### src/hw/rtl/wsfd_pkg.sv
package wsfd_pkg;

  localparam int unsigned LEN_W = 29;

  typedef logic [1:0] kind_t;

  localparam kind_t KIND_START   = 2'd0;
  localparam kind_t KIND_PAYLOAD = 2'd1;
  localparam kind_t KIND_ERROR   = 2'd2;

  localparam logic ERR_UNSUPPORTED = 1'b0;
  localparam logic ERR_TOO_LARGE   = 1'b1;

  localparam logic [6:0] LEN_CODE_16 = 7'd126;
  localparam logic [6:0] LEN_CODE_64 = 7'd127;

  localparam logic [3:0] EXT_BYTES_16 = 4'd2;
  localparam logic [3:0] EXT_BYTES_64 = 4'd8;

  localparam logic [LEN_W-1:0] LIMIT_RESET = 29'd268435456;

  typedef struct packed {
    kind_t            kind;
    logic [3:0]       opcode;
    logic [LEN_W-1:0] len;
    logic [7:0]       data;
    logic             last;
    logic             err;
  } result_t;

endpackage

### src/hw/rtl/wsfd_parser.sv
module wsfd_parser (
  input  logic                         clk,
  input  logic                         rst,
  input  logic                         step,
  input  logic [7:0]                   byte_in,
  input  logic                         cfg_we,
  input  logic [wsfd_pkg::LEN_W-1:0]   cfg_data,
  output logic                         res_valid,
  output wsfd_pkg::result_t            res
);

  localparam logic [1:0] PH_HDR0 = 2'd0;
  localparam logic [1:0] PH_HDR1 = 2'd1;
  localparam logic [1:0] PH_EXT  = 2'd2;
  localparam logic [1:0] PH_BODY = 2'd3;

  logic [1:0]                  phase, phase_next;
  logic [3:0]                  held_opcode, held_opcode_next;
  logic [7:0]                  held_first, held_first_next;
  logic [wsfd_pkg::LEN_W-1:0]  acc, acc_next;
  logic                        acc_ovf, acc_ovf_next;
  logic [3:0]                  ext_left, ext_left_next;
  logic [wsfd_pkg::LEN_W-1:0]  body_left, body_left_next;
  logic [wsfd_pkg::LEN_W-1:0]  max_len;

  logic                        fin;
  logic                        fin_big;
  logic [wsfd_pkg::LEN_W-1:0]  fin_len;

  always_comb begin
    phase_next       = phase;
    held_opcode_next = held_opcode;
    held_first_next  = held_first;
    acc_next         = acc;
    acc_ovf_next     = acc_ovf;
    ext_left_next    = ext_left;
    body_left_next   = body_left;
    fin              = 1'b0;
    fin_big          = 1'b0;
    fin_len          = '0;
    res_valid        = 1'b0;
    res.kind         = wsfd_pkg::KIND_START;
    res.opcode       = held_opcode;
    res.len          = '0;
    res.data         = 8'd0;
    res.last         = 1'b0;
    res.err          = 1'b0;

    if (step) begin
      case (phase)
        PH_HDR0: begin
          held_first_next  = byte_in;
          held_opcode_next = byte_in[3:0];
          phase_next       = PH_HDR1;
        end
        PH_HDR1: begin
          if (!held_first[7] || byte_in[7]) begin
            phase_next = PH_HDR0;
            res_valid  = 1'b1;
            res.kind   = wsfd_pkg::KIND_ERROR;
            res.last   = 1'b1;
            res.err    = wsfd_pkg::ERR_UNSUPPORTED;
          end else if (byte_in[6:0] == wsfd_pkg::LEN_CODE_16 ||
                       byte_in[6:0] == wsfd_pkg::LEN_CODE_64) begin
            acc_next      = '0;
            acc_ovf_next  = 1'b0;
            ext_left_next = (byte_in[6:0] == wsfd_pkg::LEN_CODE_16) ?
                            wsfd_pkg::EXT_BYTES_16 : wsfd_pkg::EXT_BYTES_64;
            phase_next    = PH_EXT;
          end else begin
            fin     = 1'b1;
            fin_len = {{(wsfd_pkg::LEN_W-7){1'b0}}, byte_in[6:0]};
          end
        end
        PH_EXT: begin
          // bits shifted out of the 29-bit window make the length too large
          acc_next      = {acc[wsfd_pkg::LEN_W-9:0], byte_in};
          acc_ovf_next  = acc_ovf | (acc[wsfd_pkg::LEN_W-1:wsfd_pkg::LEN_W-8] != 8'd0);
          ext_left_next = ext_left - 4'd1;
          if (ext_left == 4'd1) begin
            fin     = 1'b1;
            fin_len = acc_next;
            fin_big = acc_ovf_next;
          end
        end
        PH_BODY: begin
          body_left_next = body_left - {{(wsfd_pkg::LEN_W-1){1'b0}}, 1'b1};
          res_valid      = 1'b1;
          res.kind       = wsfd_pkg::KIND_PAYLOAD;
          res.data       = byte_in;
          if (body_left == {{(wsfd_pkg::LEN_W-1){1'b0}}, 1'b1}) begin
            res.last   = 1'b1;
            phase_next = PH_HDR0;
          end
        end
        default: begin
          phase_next = PH_HDR0;
        end
      endcase

      if (fin) begin
        res_valid  = 1'b1;
        phase_next = PH_HDR0;
        if (fin_big || fin_len > max_len) begin
          res.kind = wsfd_pkg::KIND_ERROR;
          res.last = 1'b1;
          res.err  = wsfd_pkg::ERR_TOO_LARGE;
        end else if (fin_len == '0) begin
          res.last = 1'b1;
        end else begin
          res.len        = fin_len;
          body_left_next = fin_len;
          phase_next     = PH_BODY;
        end
      end
    end
  end

  always_ff @(posedge clk) begin
    if (rst) begin
      phase       <= PH_HDR0;
      held_opcode <= 4'd0;
      held_first  <= 8'd0;
      acc         <= '0;
      acc_ovf     <= 1'b0;
      ext_left    <= 4'd0;
      body_left   <= '0;
      max_len     <= wsfd_pkg::LIMIT_RESET;
    end else begin
      phase       <= phase_next;
      held_opcode <= held_opcode_next;
      held_first  <= held_first_next;
      acc         <= acc_next;
      acc_ovf     <= acc_ovf_next;
      ext_left    <= ext_left_next;
      body_left   <= body_left_next;
      if (cfg_we) begin
        max_len <= cfg_data;
      end
    end
  end

endmodule

### src/hw/rtl/wsfd_out_fifo.sv
module wsfd_out_fifo (
  input  logic              clk,
  input  logic              rst,
  input  logic              wr_en,
  input  wsfd_pkg::result_t wr_data,
  output logic              full,
  output logic              rd_valid,
  input  logic              rd_stall,
  output wsfd_pkg::result_t rd_data
);

  wsfd_pkg::result_t mem [2];
  logic       wptr;
  logic       rptr;
  logic [1:0] count;
  logic       rd_en;

  assign full     = (count == 2'd2);
  assign rd_valid = (count != 2'd0);
  assign rd_en    = rd_valid && !rd_stall;
  assign rd_data  = mem[rptr];

  always_ff @(posedge clk) begin
    if (wr_en) begin
      mem[wptr] <= wr_data;
    end
  end

  always_ff @(posedge clk) begin
    if (rst) begin
      wptr  <= 1'b0;
      rptr  <= 1'b0;
      count <= 2'd0;
    end else begin
      if (wr_en) begin
        wptr <= ~wptr;
      end
      if (rd_en) begin
        rptr <= ~rptr;
      end
      case ({wr_en, rd_en})
        2'b10:   count <= count + 2'd1;
        2'b01:   count <= count - 2'd1;
        default: count <= count;
      endcase
    end
  end

endmodule

### src/hw/rtl/websocket_frame_deframer_top.sv
// WebSocket frame deframer: parses unmasked frames from a byte stream.
// Input channel: in_valid / in_stall with in_byte, one byte per item.
// Output channel: out_valid / out_stall with kind, frame_opcode,
//   payload_length, data_byte, last and error_code; at most one result per
//   input byte (header bytes before the length completes give none).
// Config: cfg_valid / cfg_ready with cfg_data writes max_payload_length;
//   cfg_ready is always high. Write only while the block is idle.
// Throughput: one byte per cycle while the output queue has room. Each byte goes through an input
//   register, then the parser logic, which updates its state and writes
//   any result into a two-entry output queue.
// Result path: a byte in the input register is parsed and its result written into
//   the output queue; out_valid is high while that queue holds a result.
// Reset (rst, synchronous): parser back to the first header byte, limit to
//   268435456, queue emptied.
// When the receiver stalls, results wait in the queue; once it is full the
//   input register holds its byte and in_stall rises until space frees up.
module websocket_frame_deframer_top (
  input  logic                        clk,
  input  logic                        rst,
  input  logic                        in_valid,
  output logic                        in_stall,
  input  logic [7:0]                  in_byte,
  output logic                        out_valid,
  input  logic                        out_stall,
  output logic [1:0]                  kind,
  output logic [3:0]                  frame_opcode,
  output logic [wsfd_pkg::LEN_W-1:0]  payload_length,
  output logic [7:0]                  data_byte,
  output logic                        last,
  output logic                        error_code,
  input  logic                        cfg_valid,
  output logic                        cfg_ready,
  input  logic [wsfd_pkg::LEN_W-1:0]  cfg_data
);

  logic              iv;
  logic [7:0]        ibyte;
  logic              full;
  logic              step;
  logic              res_valid;
  wsfd_pkg::result_t res;
  wsfd_pkg::result_t head;

  assign step      = iv && !full;
  assign in_stall  = iv && full;
  assign cfg_ready = 1'b1;

  always_ff @(posedge clk) begin
    if (rst) begin
      iv <= 1'b0;
    end else if (in_valid && !in_stall) begin
      iv <= 1'b1;
    end else if (step) begin
      iv <= 1'b0;
    end
  end

  always_ff @(posedge clk) begin
    if (in_valid && !in_stall) begin
      ibyte <= in_byte;
    end
  end

  wsfd_parser u_parser (
    .clk       (clk),
    .rst       (rst),
    .step      (step),
    .byte_in   (ibyte),
    .cfg_we    (cfg_valid && cfg_ready),
    .cfg_data  (cfg_data),
    .res_valid (res_valid),
    .res       (res)
  );

  wsfd_out_fifo u_fifo (
    .clk      (clk),
    .rst      (rst),
    .wr_en    (res_valid),
    .wr_data  (res),
    .full     (full),
    .rd_valid (out_valid),
    .rd_stall (out_stall),
    .rd_data  (head)
  );

  assign kind           = head.kind;
  assign frame_opcode   = head.opcode;
  assign payload_length = head.len;
  assign data_byte      = head.data;
  assign last           = head.last;
  assign error_code     = head.err;

endmodule

### config.mk
export PLATFORM = sky130hd
export DESIGN_NAME = websocket_frame_deframer_top
export DESIGN_NICKNAME = d
export VERILOG_FILES = /design/src/hw/rtl/wsfd_pkg.sv /design/src/hw/rtl/wsfd_parser.sv /design/src/hw/rtl/wsfd_out_fifo.sv /design/src/hw/rtl/websocket_frame_deframer_top.sv
export SDC_FILE = /design/constraint.sdc
export NUM_CORES = 1
export LEC_CHECK = 0
export BUFFER_PORTS_ARGS = -buffer_cell sky130_fd_sc_hd__buf_4
export CAP_MARGIN = 40
export CORE_ASPECT_RATIO = 0.75
export CORE_UTILIZATION = 41
export DETAILED_ROUTE_END_ITERATION = 8
export PLACE_DENSITY_LB_ADDON = 0.05
export SLEW_MARGIN = 20
export SYNTH_ARGS = -nofsm -noshare
export SYNTH_HDL_FRONTEND = slang
export SYNTH_SLANG_ARGS = --single-unit
### constraint.sdc
create_clock -name clk -period 11.7 [get_ports clk]
set_clock_uncertainty 0.1 [all_clocks]
set_input_delay 0.585 -clock clk [delete_from_list [all_inputs] [get_ports clk]]
set_output_delay 0.585 -clock clk [all_outputs]
set_load 0.02 [all_outputs]
* Yosys cells after proc, flatten, opt, wreduce, memory -nomap -nowiden *
Memories as Yosys holds them, arrays and structs flattened. A register that Yosys moved wholly into a read port is not among the register bits.
Cells that the tools add are included.

storage, ports and cells
  output and inout bits = 48
  logic and storage cells = 120
  memories = 1
  register bits = 119
  input bits = 42
  RAM bits = 90

memories
  memory      depth  width  read ports  clocked after Yosys merged registers in  write ports  line                 text
  u_fifo.mem  2      45     1           1                                        1            wsfd_out_fifo.sv:12  wsfd_pkg::result_t mem [2];

operators by class
  equal/unequal tests = 14
  $add $sub $neg = 4
  mux-type cells = 62
  bitwise operators = 3
  reduce and logical (&&, ||, !) cells = 22
  magnitude comparators = 1

operator list
  kind                     number
  $mux W29                 11
  $pmux W29 S2             2
  $mux W39                 1
  $eq A29 B1 Y1 const B    1
  $gt A29 B29 Y1           1
  $logic_not A29 Y1        1
  $sub A29 B1 Y29 const B  1
  $mux W1                  23
  $mux W2                  11
  $eq A7 B7 Y1 const B     2
  $mux W7                  2
  $mux W4                  3
  $eq A2 B2 Y1 const B     4
  $mux W8                  1
  $pmux W1 S2              4
  $pmux W2 S2              2
  $pmux W4 S2              1
  $reduce_and A4 Y1        2
  $reduce_bool A2 Y1       4
  $reduce_bool A8 Y1       1
  $pmux W2 S3              1
  $eq A2 B1 Y1 const B     2
  $eq A4 B1 Y1 const B     1
  $logic_and A1 B1 Y1      4
  other kinds (14)         20

* Longest topological paths before layout *
  word-level depth = 11
  mapped depth = 19

* Cells and area by module *
From an unflattened synthesis, not the netlist that was laid out.

second synthesis, totals
  cells, all modules = 953
  area total of the unflattened synthesis = 9,793.1 um^2

modules (own cells, without submodules)
  module                        times used  seq. area each (um^2)  cells each  area each (um^2)
  wsfd_parser                   1           1,981.9                772         6,024.5
  wsfd_out_fifo                 1           2,802.7                165         3,462.1
  websocket_frame_deframer_top  1           260.2                  16          306.5

* Least setup slack after synthesis *
OpenSTA, ideal clock, no wires.

  path type = register -> register
  start = reg u_parser.phase[0]
  end = reg u_parser.body_left[21] in the netlist's numbering
  setup time = 0.086 ns
  cell stages (with the launch flop) = 20
  required time = 11.514 ns
  clock period less this slack = 3.926 ns
  path buffers = 5
  arrival time = 3.740 ns
  path slack = 7.774 ns
  cell sequence = dfxtp_1 inv_1 ha_1 nor4bb_1 clkbuf_1 and2_1 clkbuf_1 clkbuf_1 nand2_1 inv_1 ha_1 a41o_1 a21oi_1 nor4_1 nor4b_1 o211a_1 buf_2 nand2_1 clkbuf_1 a211oi_1

on the way
  longest elaborated chain between the ends = 7
  elaborated cells between the ends (all ways) = 16
  classes of those cells = order compare (1); eq/ne (3); mux (10); reduce/logical (2)

RTL lines
  item                                                 line                                    text
  start, declared                                      wsfd_parser.sv:17                       logic [1:0] phase, phase_next;
  start signal, assigned                               wsfd_parser.sv:130                      phase <= phase_next;
  $eq A2 B2 Y1 or $eq A2 B1 Y1 (tied branches)         wsfd_parser.sv:50                       case (phase)
  $pmux W29 S2                                         wsfd_parser.sv:50
  $mux W29                                             wsfd_parser.sv:49                       if (step) begin
  $gt A29 B29 Y1 or $logic_not A29 Y1 (tied branches)  wsfd_parser.sv:104, wsfd_parser.sv:108
  $logic_or A1 B1 Y1 or $mux W29 (tied branches)       wsfd_parser.sv:104, wsfd_parser.sv:108
  $mux W29                                             wsfd_parser.sv:104                      if (fin_big || fin_len > max_len) begin
  $mux W29 (*)                                         wsfd_parser.sv:101                      if (fin) begin
  end signal, assigned                                 wsfd_parser.sv:136                      body_left <= body_left_next;
  end, declared                                        wsfd_parser.sv:23                       logic [wsfd_pkg::LEN_W-1:0] body_left, body_left_next;

Every way passes the cells marked *; elsewhere a longest branch is shown, timed or not. The select of a mux whose other input is x is not followed.
A chain may end at the register's enable or synchronous reset.

* Worst setup path in the final report *
  start = reg u_parser.phase[0]
  end = reg u_parser.body_left[12] in the netlist's numbering

Same word-level chain as after synthesis.

==> impl_results.md <==
* Peak VDD IR at 0.09827 mV
* Nets@finish at 1072
* Setup_tns at 0 ns
* Fmax at 198.6 MHz
* Synthesized Nets at 1002
* Initial DRC Count at 581
* Starting Density at 0.4172
* Async set-reset flop share out of synthesis at 0
* Max-cap viol count at 0
* Main flop type after synthesis: dfxtp_1
* HPWL Detailed at 17010 um
* Gpl congestion at 0.8223
* HP Start: in_byte[0]
* CTS tree: done
* Pleak at 4.492 nW
* Min cycle time layout at 5.036 ns
* Worst path bufs/invs at 6
* Rows at 48
* Synthesized area at 0.009595 mm2
* CTS root buffer: clkbuf_16
* Inst Count DP at 1265
* RSZ-0062 raised after global routing: false
* First-pass GRT wire length at 38720 um
* Worst-path clk slew at 0.06 ns
* Path type of the worst setup path: reg -> reg
* Hold Fails Final Rpt at 0
* Endpoint class of the critical path: register
* Antenna violations before repair at 0
* Routed WL per cell at 19.19 um
* CP max stage delay at 0.85 ns
* Worst hold endpoint: ibyte[0]
* Run status: completed
* Final setup fails at 0
* Final Cycle Share at 0.4305
* Fraction of layout cells with a size suffix above 1 at 0.1938
* Drt total wl at 25100 um
* DRT Pass-1 Iters at 5
* Reg2Reg Depth at 17
* CP max stage cell: nor4_1
* Power density over the cells at 142.9 mW/mm2
* Die height at 134.5 um
* R2R Setup Slk at 6.66 ns
* Via count at 7030
* Post-CTS Hold Fix Bufs at 0
* Seq/Total Area, Yosys at 0.5258
* CORE AREA at 0.02300 mm2
* Relative slew slack at 0.3747
* H-tree levels at 1
* Area Growth Syn to Fin at 17.56%
* Residual DRC at 0
* Synth Register Bits at 203
* Clock Path Buffers at 3
* Critical Path RT at 12.02 ns
* Postcts setup bufs at 0
* Largest net degree at the start of global routing at 68
* Worst flop-to-flop path endpoint: u_parser.body_left[12]
* DP Area at 0.01055 mm2
* Max Slew Vio Count at 0
* Hold WC Path Type: in -> reg
* Syn Inst Count at 921
* Cts repair resizes at 0
* Via density at 5.375
* Number of synthesized flops with an enable pin at 98
* Final worst slack at 6.664 ns
* Count of non-filler cells in the finished layout at 1308
* Number of top-level pins at 90
* Post-route cell area at 0.01128 mm2
* Total GRT Usage at 0.2109
* Routed Antenna Nets at 0
* Die ar. at 0.02403 mm2
* Worst Path Max Fanout at 38
* Input/output buffers at 88
* FF-to-FF Start: u_parser.phase[0]
* Startpoint types: register
* CP top delay family: simple AND/OR/NAND/NOR gates
* Arr. time, crit path at 5.35 ns
* Clock latency on the worst-skew pair at 0.51 ns
* Die width at 178.7 um
* Remaining global-route overflow at 0
* Crit-path cells: inv_1 > ha_1 > buf_4 > nor4bb_2 > buf_4 > and2_1 > buf_4 > nand2_1 > inv_1 > ha_1 > nand4_1 > nor4_1 > and4_1 > o211a_1 > nand2_1 > buf_8 > a211oi_1
* Clock Sinks at 203
* Count of cell types in the netlist at 59
* Syn Area/Cell at 10.42 um2
* Pre-CTS setup slack at 6.051 ns
* CTS buffer count at 22
* Most frequent CP cell: buf_4
* Min Hold Slack at 0.1556 ns
* Hold Crit Depth at 1
* Vias in the first global route at 6675
* Worst-margin pin slew at 0.9294 ns
* Synth Warn # at 0
==> flip-flops by register name, summed over array words and instances (netlist names), named ones only <==
register and cells:
u_parser.phase 2, u_parser.held_first 2, iv 1, u_parser.acc 29, u_fifo.wptr 1, u_parser.max_len 29, u_fifo.count 2, u_parser.ext_left 4
ibyte 8, u_parser.body_left 29, u_parser.acc_ovf 1, u_fifo.mem 90, u_fifo.rptr 1, u_parser.held_opcode 3
==> final cells by class <==
type | instances | area [um2]
antenna | 2 | 5.005
clock buffer | 30 | 611.8
clock inverter | 9 | 92.59
fill | 2182 | 11720
inverter | 52 | 195.2
multi-input combinational | 607 | 4143
sequential | 203 | 5046
tap | 300 | 375.4
timing repair buffer | 105 | 812.0
==> synthesized netlist by cell type, drive strengths merged (30+ instances only) <==
cell	count	area [um2]
and3	45	281.5
clkbuf	49	183.9
nor3	37	200.2
mux2	46	518.0
nor2	58	217.7
nand3	52	260.3
dfxtp	105	2102
ha	39	488.0
edfxtp	98	2943
nand2	65	244.0
mux2i	30	300.3
a21oi	57	285.3
inv	51	191.4
==> where the power goes <==
part           internal, mW  switching (mW)  leakage (nW)  total, mW
logic                0.0656          0.0951          2.34      0.161
clock network         0.408           0.271         0.340      0.680
registers             0.758          0.0136          1.81      0.772
==> worst max-delay path by stage <==
stage | cells after the start | from | slack, ns | endpoint
floorplan | 19 | u_parser.phase[0] | 7.77 | u_parser.body_left[21]
global placement | 17 | u_parser.phase[0] | 6.10 | u_parser.body_left[3]
detailed placement | 18 | u_parser.phase[0] | 6.05 | u_parser.body_left[6]
CTS | 18 | u_parser.phase[0] | 6.01 | u_parser.body_left[12]
global route | 17 | u_parser.phase[0] | 6.37 | u_parser.body_left[12]
finish | 17 | u_parser.phase[0] | 6.66 | u_parser.body_left[12]
==> metal layers <==
metal	global-route usage	vias to the layer above	wire, um
met5	0	-	0
met4	0.04802	0	429
met3	0.03378	35	1458
met2	0.3094	206	10660
met1	0.3229	3294	12550
li1	-	3495	-
==> placed cells by master, fill, tap and decap left out, types with 6 or more instances in the layout <==
cell type / Yosys / final
a211oi_1: 12 / 12
a21o_1: 6 / 6
a21oi_1: 57 / 57
and2_1: 8 / 8
and3_1: 45 / 45
buf_4: 1 / 100
clkbuf_1: 49 / 6
clkbuf_16: 0 / 23
dfxtp_1: 105 / 104
edfxtp_1: 98 / 98
ha_1: 39 / 39
inv_1: 51 / 51
mux2_2: 46 / 46
mux2i_1: 30 / 30
nand2_1: 65 / 65
nand2b_1: 7 / 7
nand3_1: 52 / 52
nand4_1: 18 / 18
nor2_1: 58 / 56
nor3_1: 34 / 34
nor4_1: 15 / 15
o211ai_1: 7 / 7
o21ai_0: 14 / 14
or3_1: 7 / 7
xnor2_1: 16 / 16
==> stage by stage <==
step                  util  power (mW)
global route        0.4902       1.673
CTS                 0.4893       1.630
finish              0.4904       1.612
detailed placement  0.4587      0.9490
floorplan                -      0.8896
global placement    0.4569      0.9477
==> cell families (layout without fill, tap and decap cells) <==
| group | count (synthesis) | in the layout | share of synthesized area |
|---|---|---|---|
| compound gates | 131 | 131 | 0.08802 |
| mux | 76 | 76 | 0.08528 |
| other cells | 1 | 3 | 0.0003908 |
| fa+ha+maj | 39 | 39 | 0.05085 |
| simple gates | 341 | 341 | 0.1876 |
| xor+xnor | 19 | 19 | 0.01734 |
| buf+inv | 111 | 196 | 0.04473 |
| flops | 203 | 203 | 0.5258 |
Note: power is estimated with default switching activity, not from simulation.
